===== src/lbbt_pkg.sv =====
// Shared constants, types and codes of the label bounding box tracker.
package lbbt_pkg;

   localparam int MAP_WIDTH  = 2048;
   localparam int MAP_HEIGHT = 1024;
   localparam int MAX_LABELS = 64;

   localparam int X_W      = 11;
   localparam int Y_W      = 10;
   localparam int LAB_W    = 8;
   localparam int REG_W    = 6;
   localparam int SLOTS    = 2 ** REG_W;
   localparam int CSR_W    = 8;
   localparam int CSR_A_W  = 2;
   localparam int REQ_D_W  = 32;
   localparam int RSP_D_W  = 72;
   localparam int RSP_PAD  = RSP_D_W - (REG_W + 3 * X_W + 3 * Y_W);

   typedef enum logic [1:0] {
      ACT_PIXEL  = 2'd0,
      ACT_REPORT = 2'd1,
      ACT_CLEAR  = 2'd2,
      ACT_NONE   = 2'd3
   } action_type;

   typedef enum logic [CSR_A_W-1:0] {
      CSR_FIRST  = 2'd0,
      CSR_LAST   = 2'd1,
      CSR_SEA    = 2'd2,
      CSR_BORDER = 2'd3
   } csr_type;

   typedef enum logic [1:0] {
      KIND_PIXEL  = 2'd0,
      KIND_REPORT = 2'd1,
      KIND_CLEAR  = 2'd2
   } kind_type;

   typedef struct packed {
      logic [X_W-1:0] min_col;
      logic [Y_W-1:0] min_row;
      logic [X_W-1:0] max_col;
      logic [Y_W-1:0] max_row;
   } box_type;

   localparam int BOX_W = $bits(box_type);

   localparam box_type BOX_RESET = '{
      min_col: {X_W{1'b1}},
      min_row: {Y_W{1'b1}},
      max_col: '0,
      max_row: '0
   };

   // One operation handed from the sequencer to the update stage.
   typedef struct packed {
      logic             valid;
      kind_type         kind;
      logic [REG_W-1:0] slot;
      logic [X_W-1:0]   x;
      logic [Y_W-1:0]   y;
      logic             last;
   } issue_type;

   // One box read out for a report.
   typedef struct packed {
      logic             valid;
      logic [REG_W-1:0] region;
      box_type          box;
      logic             last;
   } report_type;

endpackage


===== src/lbbt_ram.sv =====
// Generic single-port-write, single-port-read RAM with registered read data.
module lbbt_ram #(
   parameter int WIDTH = 8,
   parameter int DEPTH = 64
) (
   input  logic                     clock,
   input  logic                     we,
   input  logic [$clog2(DEPTH)-1:0] waddr,
   input  logic [WIDTH-1:0]         wdata,
   input  logic                     re,
   input  logic [$clog2(DEPTH)-1:0] raddr,
   output logic [WIDTH-1:0]         rdata
);

   logic [WIDTH-1:0] mem [DEPTH];
   logic [WIDTH-1:0] rdata_ff;

   // Read returns the old contents when the same entry is written in that cycle.
   always_ff @(posedge clock) begin
      if (we) begin
         mem[waddr] <= wdata;
      end
      if (re) begin
         rdata_ff <= mem[raddr];
      end
   end

   assign rdata = rdata_ff;

endmodule


===== src/lbbt_ctrl.sv =====
// Configuration registers, pixel filter and report sequencer.
module lbbt_ctrl (
   input  logic                        clock,
   input  logic                        reset,
   input  logic                        req_tvalid,
   output logic                        req_tready,
   input  logic [1:0]                  req_tuser,
   input  logic [lbbt_pkg::REQ_D_W-1:0] req_tdata,
   input  logic                        csr_we,
   input  logic [lbbt_pkg::CSR_A_W-1:0] csr_addr,
   input  logic [lbbt_pkg::CSR_W-1:0]  csr_wdata,
   input  logic                        advance,
   output lbbt_pkg::issue_type         issue
);

   typedef enum logic {ST_IDLE, ST_REPORT} state_type;

   state_type                    state_ff, state_in;
   logic [lbbt_pkg::REG_W-1:0]   cnt_ff, cnt_in;
   logic [lbbt_pkg::REG_W-1:0]   first_ff, first_in;
   logic [lbbt_pkg::REG_W-1:0]   last_ff, last_in;
   logic [lbbt_pkg::LAB_W-1:0]   sea_ff, sea_in;
   logic [lbbt_pkg::LAB_W-1:0]   border_ff, border_in;

   logic [lbbt_pkg::REG_W-1:0]   hi;
   lbbt_pkg::action_type         action;
   logic [lbbt_pkg::X_W-1:0]     px;
   logic [lbbt_pkg::Y_W-1:0]     py;
   logic [lbbt_pkg::LAB_W-1:0]   lab;
   logic                         pix_pass;
   logic                         accept;

   assign action = lbbt_pkg::action_type'(req_tuser);
   assign px     = req_tdata[lbbt_pkg::X_W-1:0];
   assign py     = req_tdata[lbbt_pkg::X_W +: lbbt_pkg::Y_W];
   assign lab    = req_tdata[lbbt_pkg::X_W + lbbt_pkg::Y_W +: lbbt_pkg::LAB_W];

   // Cut the range at the top slot.
   assign hi = (last_ff > lbbt_pkg::REG_W'(lbbt_pkg::MAX_LABELS - 1)) ?
               lbbt_pkg::REG_W'(lbbt_pkg::MAX_LABELS - 1) : last_ff;

   assign pix_pass = ({1'b0, px} < (lbbt_pkg::X_W + 1)'(lbbt_pkg::MAP_WIDTH))
                  && ({1'b0, py} < (lbbt_pkg::Y_W + 1)'(lbbt_pkg::MAP_HEIGHT))
                  && (lab != sea_ff) && (lab != border_ff)
                  && (lab >= {2'b00, first_ff}) && (lab <= {2'b00, hi});

   assign req_tready = (state_ff == ST_IDLE) && advance;
   assign accept     = req_tvalid && req_tready;

   always_comb begin
      issue       = '0;
      issue.slot  = lab[lbbt_pkg::REG_W-1:0];
      issue.x     = px;
      issue.y     = py;
      issue.kind  = lbbt_pkg::KIND_PIXEL;
      state_in    = state_ff;
      cnt_in      = cnt_ff;
      unique case (state_ff)
         ST_IDLE: begin
            case (action)
               lbbt_pkg::ACT_PIXEL: begin
                  issue.valid = req_tvalid && pix_pass;
               end
               lbbt_pkg::ACT_CLEAR: begin
                  issue.valid = req_tvalid;
                  issue.kind  = lbbt_pkg::KIND_CLEAR;
               end
               lbbt_pkg::ACT_REPORT: begin
                  if (accept && (first_ff <= hi)) begin
                     state_in = ST_REPORT;
                     cnt_in   = first_ff;
                  end
               end
               default: begin
               end
            endcase
         end
         ST_REPORT: begin
            issue.valid = 1'b1;
            issue.kind  = lbbt_pkg::KIND_REPORT;
            issue.slot  = cnt_ff;
            issue.last  = (cnt_ff == hi);
            if (advance) begin
               if (cnt_ff == hi) begin
                  state_in = ST_IDLE;
               end else begin
                  cnt_in = cnt_ff + 1'b1;
               end
            end
         end
         default: begin
            state_in = ST_IDLE;
         end
      endcase
   end

   always_comb begin
      first_in  = first_ff;
      last_in   = last_ff;
      sea_in    = sea_ff;
      border_in = border_ff;
      if (csr_we) begin
         unique case (lbbt_pkg::csr_type'(csr_addr))
            lbbt_pkg::CSR_FIRST:  first_in  = csr_wdata[lbbt_pkg::REG_W-1:0];
            lbbt_pkg::CSR_LAST:   last_in   = csr_wdata[lbbt_pkg::REG_W-1:0];
            lbbt_pkg::CSR_SEA:    sea_in    = csr_wdata;
            lbbt_pkg::CSR_BORDER: border_in = csr_wdata;
            default: begin
            end
         endcase
      end
   end

   always_ff @(posedge clock) begin
      if (reset) begin
         state_ff  <= ST_IDLE;
         cnt_ff    <= '0;
         first_ff  <= '0;
         last_ff   <= {lbbt_pkg::REG_W{1'b1}};
         sea_ff    <= '0;
         border_ff <= {lbbt_pkg::LAB_W{1'b1}};
      end else begin
         state_ff  <= state_in;
         cnt_ff    <= cnt_in;
         first_ff  <= first_in;
         last_ff   <= last_in;
         sea_ff    <= sea_in;
         border_ff <= border_in;
      end
   end

   a_report_blocks_req: assert property (@(posedge clock) disable iff (reset)
      (state_ff == ST_REPORT) |-> !req_tready)
      else $error("request taken during a report");

   a_cnt_in_range: assert property (@(posedge clock) disable iff (reset)
      (state_ff == ST_REPORT) |-> ((cnt_ff >= first_ff) && (cnt_ff <= hi)))
      else $error("report counter left the tracked range");

   a_empty_report: assert property (@(posedge clock) disable iff (reset)
      (accept && (action == lbbt_pkg::ACT_REPORT) && (first_ff > hi))
      |=> (state_ff == ST_IDLE))
      else $error("empty range started a report");

endmodule


===== src/lbbt_update.sv =====
// Read-modify-write stage: entry valid bits, forwarding and box widening.
module lbbt_update (
   input  logic                         clock,
   input  logic                         reset,
   input  lbbt_pkg::issue_type          issue,
   input  logic [lbbt_pkg::BOX_W-1:0]   ram_rdata,
   input  logic                         slot_free,
   output logic                         advance,
   output logic                         ram_we,
   output logic [lbbt_pkg::REG_W-1:0]   ram_waddr,
   output logic [lbbt_pkg::BOX_W-1:0]   ram_wdata,
   output lbbt_pkg::report_type         report
);

   lbbt_pkg::issue_type          s1_ff, s1_in;
   logic [lbbt_pkg::SLOTS-1:0]   valid_bits_ff, valid_bits_in;
   logic                         fwd_valid_ff, fwd_valid_in;
   logic [lbbt_pkg::REG_W-1:0]   fwd_slot_ff, fwd_slot_in;
   lbbt_pkg::box_type            fwd_box_ff, fwd_box_in;

   lbbt_pkg::box_type            cur;
   lbbt_pkg::box_type            merged;
   logic                         write;
   logic                         clear;

   assign advance = !s1_ff.valid || (s1_ff.kind != lbbt_pkg::KIND_REPORT) || slot_free;
   assign write   = s1_ff.valid && (s1_ff.kind == lbbt_pkg::KIND_PIXEL);
   assign clear   = s1_ff.valid && (s1_ff.kind == lbbt_pkg::KIND_CLEAR);

   // Take the box just written when the read raced it; never-written entries read as reset.
   always_comb begin
      if (fwd_valid_ff && (fwd_slot_ff == s1_ff.slot)) begin
         cur = fwd_box_ff;
      end else if (valid_bits_ff[s1_ff.slot]) begin
         cur = lbbt_pkg::box_type'(ram_rdata);
      end else begin
         cur = lbbt_pkg::BOX_RESET;
      end
   end

   always_comb begin
      merged = cur;
      if (s1_ff.x < cur.min_col) merged.min_col = s1_ff.x;
      if (s1_ff.y < cur.min_row) merged.min_row = s1_ff.y;
      if (s1_ff.x > cur.max_col) merged.max_col = s1_ff.x;
      if (s1_ff.y > cur.max_row) merged.max_row = s1_ff.y;
   end

   assign ram_we    = write;
   assign ram_waddr = s1_ff.slot;
   assign ram_wdata = merged;

   always_comb begin
      report.valid  = s1_ff.valid && (s1_ff.kind == lbbt_pkg::KIND_REPORT);
      report.region = s1_ff.slot;
      report.box    = cur;
      report.last   = s1_ff.last;
   end

   always_comb begin
      valid_bits_in = valid_bits_ff;
      if (clear) begin
         valid_bits_in = '0;
      end else if (write) begin
         valid_bits_in[s1_ff.slot] = 1'b1;
      end
   end

   always_comb begin
      s1_in        = s1_ff;
      fwd_valid_in = fwd_valid_ff;
      fwd_slot_in  = fwd_slot_ff;
      fwd_box_in   = fwd_box_ff;
      if (advance) begin
         s1_in        = issue;
         fwd_valid_in = write;
         fwd_slot_in  = s1_ff.slot;
         fwd_box_in   = merged;
      end
   end

   always_ff @(posedge clock) begin
      if (reset) begin
         s1_ff         <= '0;
         valid_bits_ff <= '0;
         fwd_valid_ff  <= 1'b0;
      end else begin
         s1_ff         <= s1_in;
         valid_bits_ff <= valid_bits_in;
         fwd_valid_ff  <= fwd_valid_in;
      end
   end

   always_ff @(posedge clock) begin
      fwd_slot_ff <= fwd_slot_in;
      fwd_box_ff  <= fwd_box_in;
   end

   a_stall_holds: assert property (@(posedge clock) disable iff (reset)
      (s1_ff.valid && (s1_ff.kind == lbbt_pkg::KIND_REPORT) && !slot_free)
      |=> (s1_ff.valid && (s1_ff.kind == lbbt_pkg::KIND_REPORT) && $stable(s1_ff.slot)))
      else $error("stalled report entry lost");

   a_clear_all: assert property (@(posedge clock) disable iff (reset)
      clear |=> (valid_bits_ff == '0))
      else $error("clear left entries marked written");

   a_forward_set: assert property (@(posedge clock) disable iff (reset)
      write |=> (fwd_valid_ff && (fwd_slot_ff == $past(s1_ff.slot))
                 && valid_bits_ff[fwd_slot_ff]))
      else $error("write not recorded for forwarding");

endmodule


===== src/label_bounding_box_tracker.sv =====
// Top level of the per-label bounding box tracker.
//
// Requests arrive on req_ (tvalid/tready/tdata/tuser). tuser carries the action:
// pixel update, report all boxes, clear all boxes; the unused code is dropped.
// A pixel widens the box of its label unless the label is the sea or border code,
// lies outside first_label..last_label, or the pixel is off the map.
// Boxes live in one 64-entry RAM, read at the edge that takes the request and
// written back in the following cycle; a one-entry forward register covers
// back-to-back pixels of the same label, so pixels and clears are taken one per
// cycle unless a stalled report holds the update stage. A report walks the
// tracked range, one RAM read per cycle while the result register is free, and
// sends one rsp_ result per label (box, center, tlast on the final label); no
// request is taken until its last read is issued. The first result passes the
// report counter, the update stage and the result register in that order.
// rsp_ holds a result register; when rsp_tready is low the report stage holds
// its entry and the walk pauses, nothing is lost.
// Reset (synchronous, active high) restores the configuration defaults and marks
// every box entry unwritten; unwritten entries read as the inverted extreme box,
// so reset and clear need no sweep of the RAM. The user writes the configuration
// through csr_we/csr_addr/csr_wdata only while idle; the block does not enforce it.
module label_bounding_box_tracker (
   input  logic                          clock,
   input  logic                          reset,
   input  logic                          req_tvalid,
   output logic                          req_tready,
   // tdata: pixel_x[10:0], pixel_y[20:11], label[28:21], zero pad
   input  logic [lbbt_pkg::REQ_D_W-1:0]  req_tdata,
   // tuser: action[1:0]
   input  logic [1:0]                    req_tuser,
   output logic                          rsp_tvalid,
   input  logic                          rsp_tready,
   // tdata: region[5:0], box_left[16:6], box_top[26:17], box_right[37:27],
   //        box_bottom[47:38], center_col[58:48], center_row[68:59], zero pad
   output logic [lbbt_pkg::RSP_D_W-1:0]  rsp_tdata,
   output logic                          rsp_tlast,
   input  logic                          csr_we,
   input  logic [lbbt_pkg::CSR_A_W-1:0]  csr_addr,
   input  logic [lbbt_pkg::CSR_W-1:0]    csr_wdata
);

   lbbt_pkg::issue_type          issue;
   lbbt_pkg::report_type         report;
   logic                         advance;
   logic                         slot_free;
   logic                         ram_we;
   logic [lbbt_pkg::REG_W-1:0]   ram_waddr;
   logic [lbbt_pkg::BOX_W-1:0]   ram_wdata;
   logic [lbbt_pkg::BOX_W-1:0]   ram_rdata;
   logic                         ram_re;

   logic                         rsp_valid_ff, rsp_valid_in;
   logic [lbbt_pkg::RSP_D_W-1:0] rsp_data_ff, rsp_data_in;
   logic                         rsp_last_ff, rsp_last_in;

   logic [lbbt_pkg::X_W:0]       col_sum;
   logic [lbbt_pkg::Y_W:0]       row_sum;

   lbbt_ctrl u_ctrl (
      .clock      (clock),
      .reset      (reset),
      .req_tvalid (req_tvalid),
      .req_tready (req_tready),
      .req_tuser  (req_tuser),
      .req_tdata  (req_tdata),
      .csr_we     (csr_we),
      .csr_addr   (csr_addr),
      .csr_wdata  (csr_wdata),
      .advance    (advance),
      .issue      (issue)
   );

   // Read the entry when the operation moves into the update stage.
   assign ram_re = advance && issue.valid;

   lbbt_ram #(
      .WIDTH (lbbt_pkg::BOX_W),
      .DEPTH (lbbt_pkg::SLOTS)
   ) u_box_ram (
      .clock (clock),
      .we    (ram_we),
      .waddr (ram_waddr),
      .wdata (ram_wdata),
      .re    (ram_re),
      .raddr (issue.slot),
      .rdata (ram_rdata)
   );

   lbbt_update u_update (
      .clock     (clock),
      .reset     (reset),
      .issue     (issue),
      .ram_rdata (ram_rdata),
      .slot_free (slot_free),
      .advance   (advance),
      .ram_we    (ram_we),
      .ram_waddr (ram_waddr),
      .ram_wdata (ram_wdata),
      .report    (report)
   );

   // Result register: free when empty or being taken this cycle.
   assign slot_free = !rsp_valid_ff || rsp_tready;

   assign col_sum = {1'b0, report.box.min_col} + {1'b0, report.box.max_col};
   assign row_sum = {1'b0, report.box.min_row} + {1'b0, report.box.max_row};

   always_comb begin
      rsp_valid_in = rsp_valid_ff;
      rsp_data_in  = rsp_data_ff;
      rsp_last_in  = rsp_last_ff;
      if (report.valid && slot_free) begin
         rsp_valid_in = 1'b1;
         rsp_data_in  = {{lbbt_pkg::RSP_PAD{1'b0}},
                         row_sum[lbbt_pkg::Y_W:1],
                         col_sum[lbbt_pkg::X_W:1],
                         report.box.max_row,
                         report.box.max_col,
                         report.box.min_row,
                         report.box.min_col,
                         report.region};
         rsp_last_in  = report.last;
      end else if (rsp_tready) begin
         rsp_valid_in = 1'b0;
      end
   end

   always_ff @(posedge clock) begin
      if (reset) begin
         rsp_valid_ff <= 1'b0;
      end else begin
         rsp_valid_ff <= rsp_valid_in;
      end
   end

   always_ff @(posedge clock) begin
      rsp_data_ff <= rsp_data_in;
      rsp_last_ff <= rsp_last_in;
   end

   assign rsp_tvalid = rsp_valid_ff;
   assign rsp_tdata  = rsp_data_ff;
   assign rsp_tlast  = rsp_last_ff;

endmodule


===== config.mk =====
export PLATFORM = sky130hd
export DESIGN_NAME = label_bounding_box_tracker
export DESIGN_NICKNAME = d
export VERILOG_FILES = /design/src/lbbt_pkg.sv /design/src/lbbt_ram.sv /design/src/lbbt_ctrl.sv /design/src/lbbt_update.sv /design/src/label_bounding_box_tracker.sv
export SDC_FILE = /design/constraint.sdc
export NUM_CORES = 2
export LEC_CHECK = 0
export BUFFER_PORTS_ARGS = -buffer_cell sky130_fd_sc_hd__buf_2
export CAP_MARGIN = 10
export CORE_MARGIN = 3
export CORE_UTILIZATION = 40
export CTS_CLUSTER_SIZE = 25
export DETAILED_ROUTE_END_ITERATION = 12
export GPL_TIMING_DRIVEN = 0
export PLACE_DENSITY_LB_ADDON = 0.25
export SLEW_MARGIN = 20
export SYNTH_ARGS = -nofsm -noshare
export SYNTH_HDL_FRONTEND = slang
export SYNTH_HIERARCHICAL = 1
export SYNTH_SLANG_ARGS = --single-unit

===== constraint.sdc =====
create_clock -name clock -period 11.2 [get_ports clock]
set_input_delay 0.56 -clock clock [delete_from_list [all_inputs] [get_ports clock]]
set_output_delay 0.56 -clock clock [all_outputs]
set_load 0.01 [all_outputs]

---- Word level (Yosys, flattened, before mapping) ----
Memories as Yosys holds them, arrays and structs flattened. A register that Yosys moved wholly into a read port is not among the register bits.
Cells that the tools add are included.
word-level totals
  bits in registers ....................... 250
  bits in latches ......................... 0
  bits in writable memories ............... 2,688
  memory bits (read-only) ................. 0
  input bits .............................. 49
  output and inout port bits .............. 75
  word-level logic and storage cells ...... 113
  memories kept ........................... 1
operators by class
  add/subtract/negate cells ............... 3
  multipliers ............................. 0
  div/mod/pow operators ................... 0
  $lt $le $gt $ge ......................... 10
  equal/unequal tests ..................... 16
  shift-type cells ........................ 0
  mux-type cells .......................... 30
  bitwise logic cells ..................... 2
  reduce and logical (&&, ||, !) cells .... 29
memories
  name           depth  width  read ports  clocked after memory_dff  write ports  RTL line        source
  u_box_ram.mem  64     42     1           1                         1            lbbt_ram.sv:15  logic [WIDTH-1:0] mem [DEPTH];
operator list
  cell                   count
  $mux W42               2
  $or A64 B64 Y64        1
  $mux W6                6
  $mux W11               2
  $mux W10               2
  $ne A8 B8 Y1           2
  $logic_and A1 B1 Y1    14
  $add A11 B11 Y12       1
  $eq A6 B6 Y1           2
  $pmux W6 S2            1
  $add A10 B10 Y11       1
  $gt A11 B11 Y1         1
  $lt A11 B11 Y1         1
  $mux W1                11
  $gt A10 B10 Y1         1
  $lt A10 B10 Y1         1
  $eq A2 B2 Y1 const B   4
  $ge A8 B6 Y1           1
  $le A8 B6 Y1           1
  $ne A2 B2 Y1 const B   4
  $reduce_and A2 Y1      4
  $lt A6 B7 Y1 const B   1
  $add A6 B1 Y6 const B  1
  $bmux W1 S6            1
  other kinds (16)       24

---- Depth between registers and ports, before layout ----
  word-level depth ........................ 9
  depth in mapped cells ................... 22
  depth with buffers taken out ............ 17

---- Hierarchy ----
The synthesis kept the hierarchy.
by module, submodules not included
  module                      times used  cells an instance  area each (µm²)  sequential area each (µm²)
  lbbt_ram                    1           4,352              103,768.3        81,978.6
  lbbt_update                 1           759                7,350.8          3,363.2
  label_bounding_box_tracker  1           182                2,960.3          2,122.0
  lbbt_ctrl                   1           284                2,348.5          700.7

---- Worst setup path before layout ----
No wires, ideal clock.
  kind .................................... register to register
  from .................................... register u_update.s1_ff (netlist bit u_update/ram_waddr[2])
  to ...................................... memory u_box_ram/mem[0][10] (netlist bit), data pin
  library setup time ...................... 352 ps
  arrival time ............................ 4,457 ps
  path slack .............................. 6,391 ps
  stages on the path, launching flop included .. 21
  path through ............................ dfxtp_1 buf_6 mux2_2 a221oi_1 o22ai_1 a222oi_1 and3_1 nor2_1 buf_6 a22o_1 inv_1 ha_1 nor2b_1 o21a_1 o21a_1 o21ai_0 nand2b_1 a221oi_1 a41o_1 buf_1 mux2_2
RTL lines
  element                   RTL line           source
  start: declaration        lbbt_update.sv:15  lbbt_pkg::issue_type s1_ff, s1_in;
  start signal: assignment  lbbt_update.sv:88  s1_ff <= s1_in;
  end: declaration          lbbt_ram.sv:15

==> summary.md <==
| Metric | Value |
|---|---|
| Max cap viols | `0` |
| YS warnings | `6` |
| First-pass GRT wire length | `474000 microns` |
| Largest net degree at the start of global routing | `66` |
| Tcrit/Tclk final | `63.3%` |
| Synth async-reset ratio | `0%` |
| Gate Count Post-Synth | `5577` |
| Critical Path Fanout Max | `66` |
| Antenna-violating nets left | `0` |
| Synth top area cells | `edfxtp_1 73%, mux4_2 13%, dfxtp_1 2.3%` |
| I/O pin count | `124` |
| Grt total ovfl | `0` |
| Routed WL | `338000 microns` |
| Clock buffer count from CTS | `312` |
| Flops & latches, synth | `2980` |
| Yosys top cell by area | `edfxtp_1` |
| Initial DRT Pass Iterations | `6` |
| Worst-Margin Slew | `1.23 ns` |
| Final net count | `6332` |
| Die Wd | `546 microns` |
| Post-Route Setup TNS | `0 ns` |
| Outcome | `complete, no violations` |
| Seq/Total Area, Yosys | `75.7%` |
| Initial core utilization | `40.3%` |
| Layout Cells excl Fill | `10300` |
| Area delta synth->final | `17.3%` |
| Relative slew slack | `17.0%` |
| Synth Cell Area | `0.116 sq mm` |
| GRT Total Usage | `22.4%` |
| Initial drt markers | `8192` |
| Post-synth cell types | `81` |
| Wire per inst | `32.8 microns` |
| Share of cells above drive strength 1 | `27.4%` |
| Synth top area share | `73.5%` |
| FP Rows | `197` |
| Lkg Pwr | `0.0441 uW` |
| Post-cts resize count | `0` |
| Clk_lat worst skew | `0.89 ns` |
| Crit. End Element | `flip-flop` |
| Drt via density | `5.90` |
| Final min period | `7.09 ns` |
| Achievable frequency | `141 MHz` |
| Max Slew Vio Count | `0` |
| Clk sink count | `2980` |
| Post-CTS Setup Inserts | `0` |
| Vias in the first global route | `60700` |
| # fillers | `23700` |
| CTS tree | `built` |
| GP Congestion | `0.893` |
| Pwr dens | `179 mW/mm^2` |
| Final hold viol count | `0` |
| Via count | `60900` |
| Final setup violation count | `0` |
| Antenna violations before repair | `22` |
| HP Class | `in2reg` |
| Critical path class | `reg2reg` |
| CTS Root Cell | `clkbuf_16` |
| H-tree depth | `5` |
| Req. time, crit path | `11.72 ns` |
| Max IR drop VDD | `111 uV` |
| Final Util | `47.3%` |
| Input/output buffers | `96` |
| CORE AREA | `0.289 sq mm` |
| Largest buffer count on any clock path | `4` |
| Setup repair after global routing missed its margin | `false` |
| Post-synth EDFFs | `2848` |
| Syn Area/Cell | `20.9 sq um` |
| Dpl cells | `9741` |
| Register clock-pin slew on the reported worst setup and hold paths | `0.06 ns` |
| Critical path data arrival time | `7.60 ns` |
| Die Y | `546 microns` |
| Top FF cell, synth | `edfxtp_1` |
| DP HPWL | `230000 microns` |
| Fin Clk Skew | `0.0527 ns` |
| Crit start category | `flip-flop` |
| Drc violations | `0` |
| Die area | `0.298 sq mm` |
[cell families (layout without fill, tap and decap cells)]
logic type,after synthesis,after routing,synth area share (%)
flip-flops,2980,2980,75.7
XOR/XNOR,47,47,0.354
AND/OR/NAND/NOR,568,568,2.24
other,1,10,0.00322
adder cells (fa/ha/maj),80,80,0.873
buffers and inverters,400,1254,1.77
multiplexers,952,952,15.7
AO/OA/AOI/OAI,549,549,3.32
[state kept, by name, summed over array words and instances (netlist names), 8 cells and up]
register                count
rsp_tdata                  69
u_ctrl/border_ff            8
u_update/valid_bits_ff     64
u_update/fwd_box_ff        42
u_ctrl/sea_ff               8
u_box_ram/rdata            42
u_update/s1_ff             24
u_box_ram/mem            2688
[cell usage after synthesis (all sizes together) (10+ instances only)]
| master | n |
|---|---|
| dfxtp | 132 |
| o22a | 20 |
| a221oi | 32 |
| a211oi | 24 |
| and2 | 15 |
| a222oi | 10 |
| nor2 | 234 |
| xnor2 | 32 |
| a21oi | 163 |
| o21ai | 35 |
| clkbuf | 124 |
| edfxtp | 2848 |
| buf | 208 |
| nand2 | 154 |
| mux4 | 692 |
| a22o | 38 |
| and3 | 14 |
| xor2 | 15 |
| a31oi | 10 |
| nand3 | 25 |
| nand3b | 17 |
| nor2b | 26 |
| nand4 | 15 |
| nor3 | 28 |
| a22oi | 84 |
| o22ai | 33 |
| mux2i | 171 |
| o21a | 11 |
| o221ai | 34 |
| inv | 67 |
| a21o | 10 |
| ha | 78 |
| mux2 | 89 |
| nand2b | 13 |
[cell usage in the layout, fill, tap and decap left out, drive strengths merged, types with 32 or more instances in the layout]
| cell | n |
|---|---|
| dfxtp | 132 |
| a22o | 38 |
| xnor2 | 32 |
| nand2 | 154 |
| clkbuf | 523 |
| mux2 | 89 |
| inv | 77 |
| nor2 | 234 |
| a221oi | 32 |
| o22ai | 33 |
| o21ai | 35 |
| o221ai | 34 |
| ha | 78 |
| clkinv | 107 |
| buf | 489 |
| mux2i | 171 |
| a22oi | 84 |
| edfxtp | 2848 |
| mux4 | 692 |
| a21oi | 163 |
[worst paths after layout]
path                               from                          to  slack (ns)  depth (start not counted)
max               u_update/ram_waddr[4]       u_box_ram/mem[25][18]        4.11                         20
min                        csr_wdata[4]         u_ctrl/border_ff[4]        0.05                          3
max reg2reg       u_update/ram_waddr[4]       u_box_ram/mem[25][18]        4.11                         20
min reg2reg  u_update/valid_bits_ff[39]  u_update/valid_bits_ff[39]        0.47                          2
[power breakdown]
part	switching [uW]	internal, uW	total (uW)	leakage, uW
Sequential	34.0	12500	12500	0.0270
Combinational	1420	683	2100	0.0124
Clock	4180	5680	9860	0.00465
[final cells by class]
type / count / area, sq um / share of cell area (%)
timing repair buffer: 310 / 5030 / 3.68
antenna: 7 / 17.5 / 0.0128
tap: 3880 / 4850 / 3.55
multi-input combinational: 2199 / 26900 / 19.7
buffer: 332 / 1830 / 1.34
clock inverter: 146 / 1270 / 0.927
clock buffer: 398 / 8280 / 6.06
sequential: 2980 / 88200 / 64.5
inverter: 68 / 255 / 0.187
[critical path, stage by stage, from the launching register on]
cell	delay (ns)
dfxtp_1	0.65
buf_2	0.38
inv_1	0.20
nor3b_2	0.50
a21boi_0	0.34
a41oi_1	0.12
and3_1	0.33
nor2_1	0.32
buf_6	0.21
a22o_1	0.37
inv_1	0.09
ha_1	0.32
nor2b_1	0.14
o21a_1	0.16
o21a_1	0.16
o21ai_0	0.15
nand2b_1	0.08
a221oi_1	0.42
a41o_1	0.15
buf_1	0.66
mux2_4	0.84
[routing by layer]
layer  vias up  routed length (microns)  global-route usage, %
met5         -                       41                      0
met2      3122                   159000                   35.3
met1     32700                   134000                   31.0
met3       630                    32600                   4.96
li1      24400                        -                      -
met4         6                    12800                   7.60
[stage by stage]
stage | hold slack [ns] | cell area (sq um) | power [uW] | setup WS (ns)
final | 0.0461 | 137000 | 24500 | 4.11
after floorplan | 0.429 | 116000 | 13900 | 6.39
after global placement | 0.442 | 122000 | 14700 | 0.949
after CTS | 0.00360 | 137000 | 24600 | 4.26
after detailed placement | 0.451 | 127000 | 14800 | 4.36
after global routing | 0.0209 | 137000 | 25200 | 3.97
[repair_timing]
item,in CTS,in global routing
setup endpoints to repair,0,0
hold buffers,28,0
hold endpoints to repair,38,0
(Power assumes the default switching activity.)
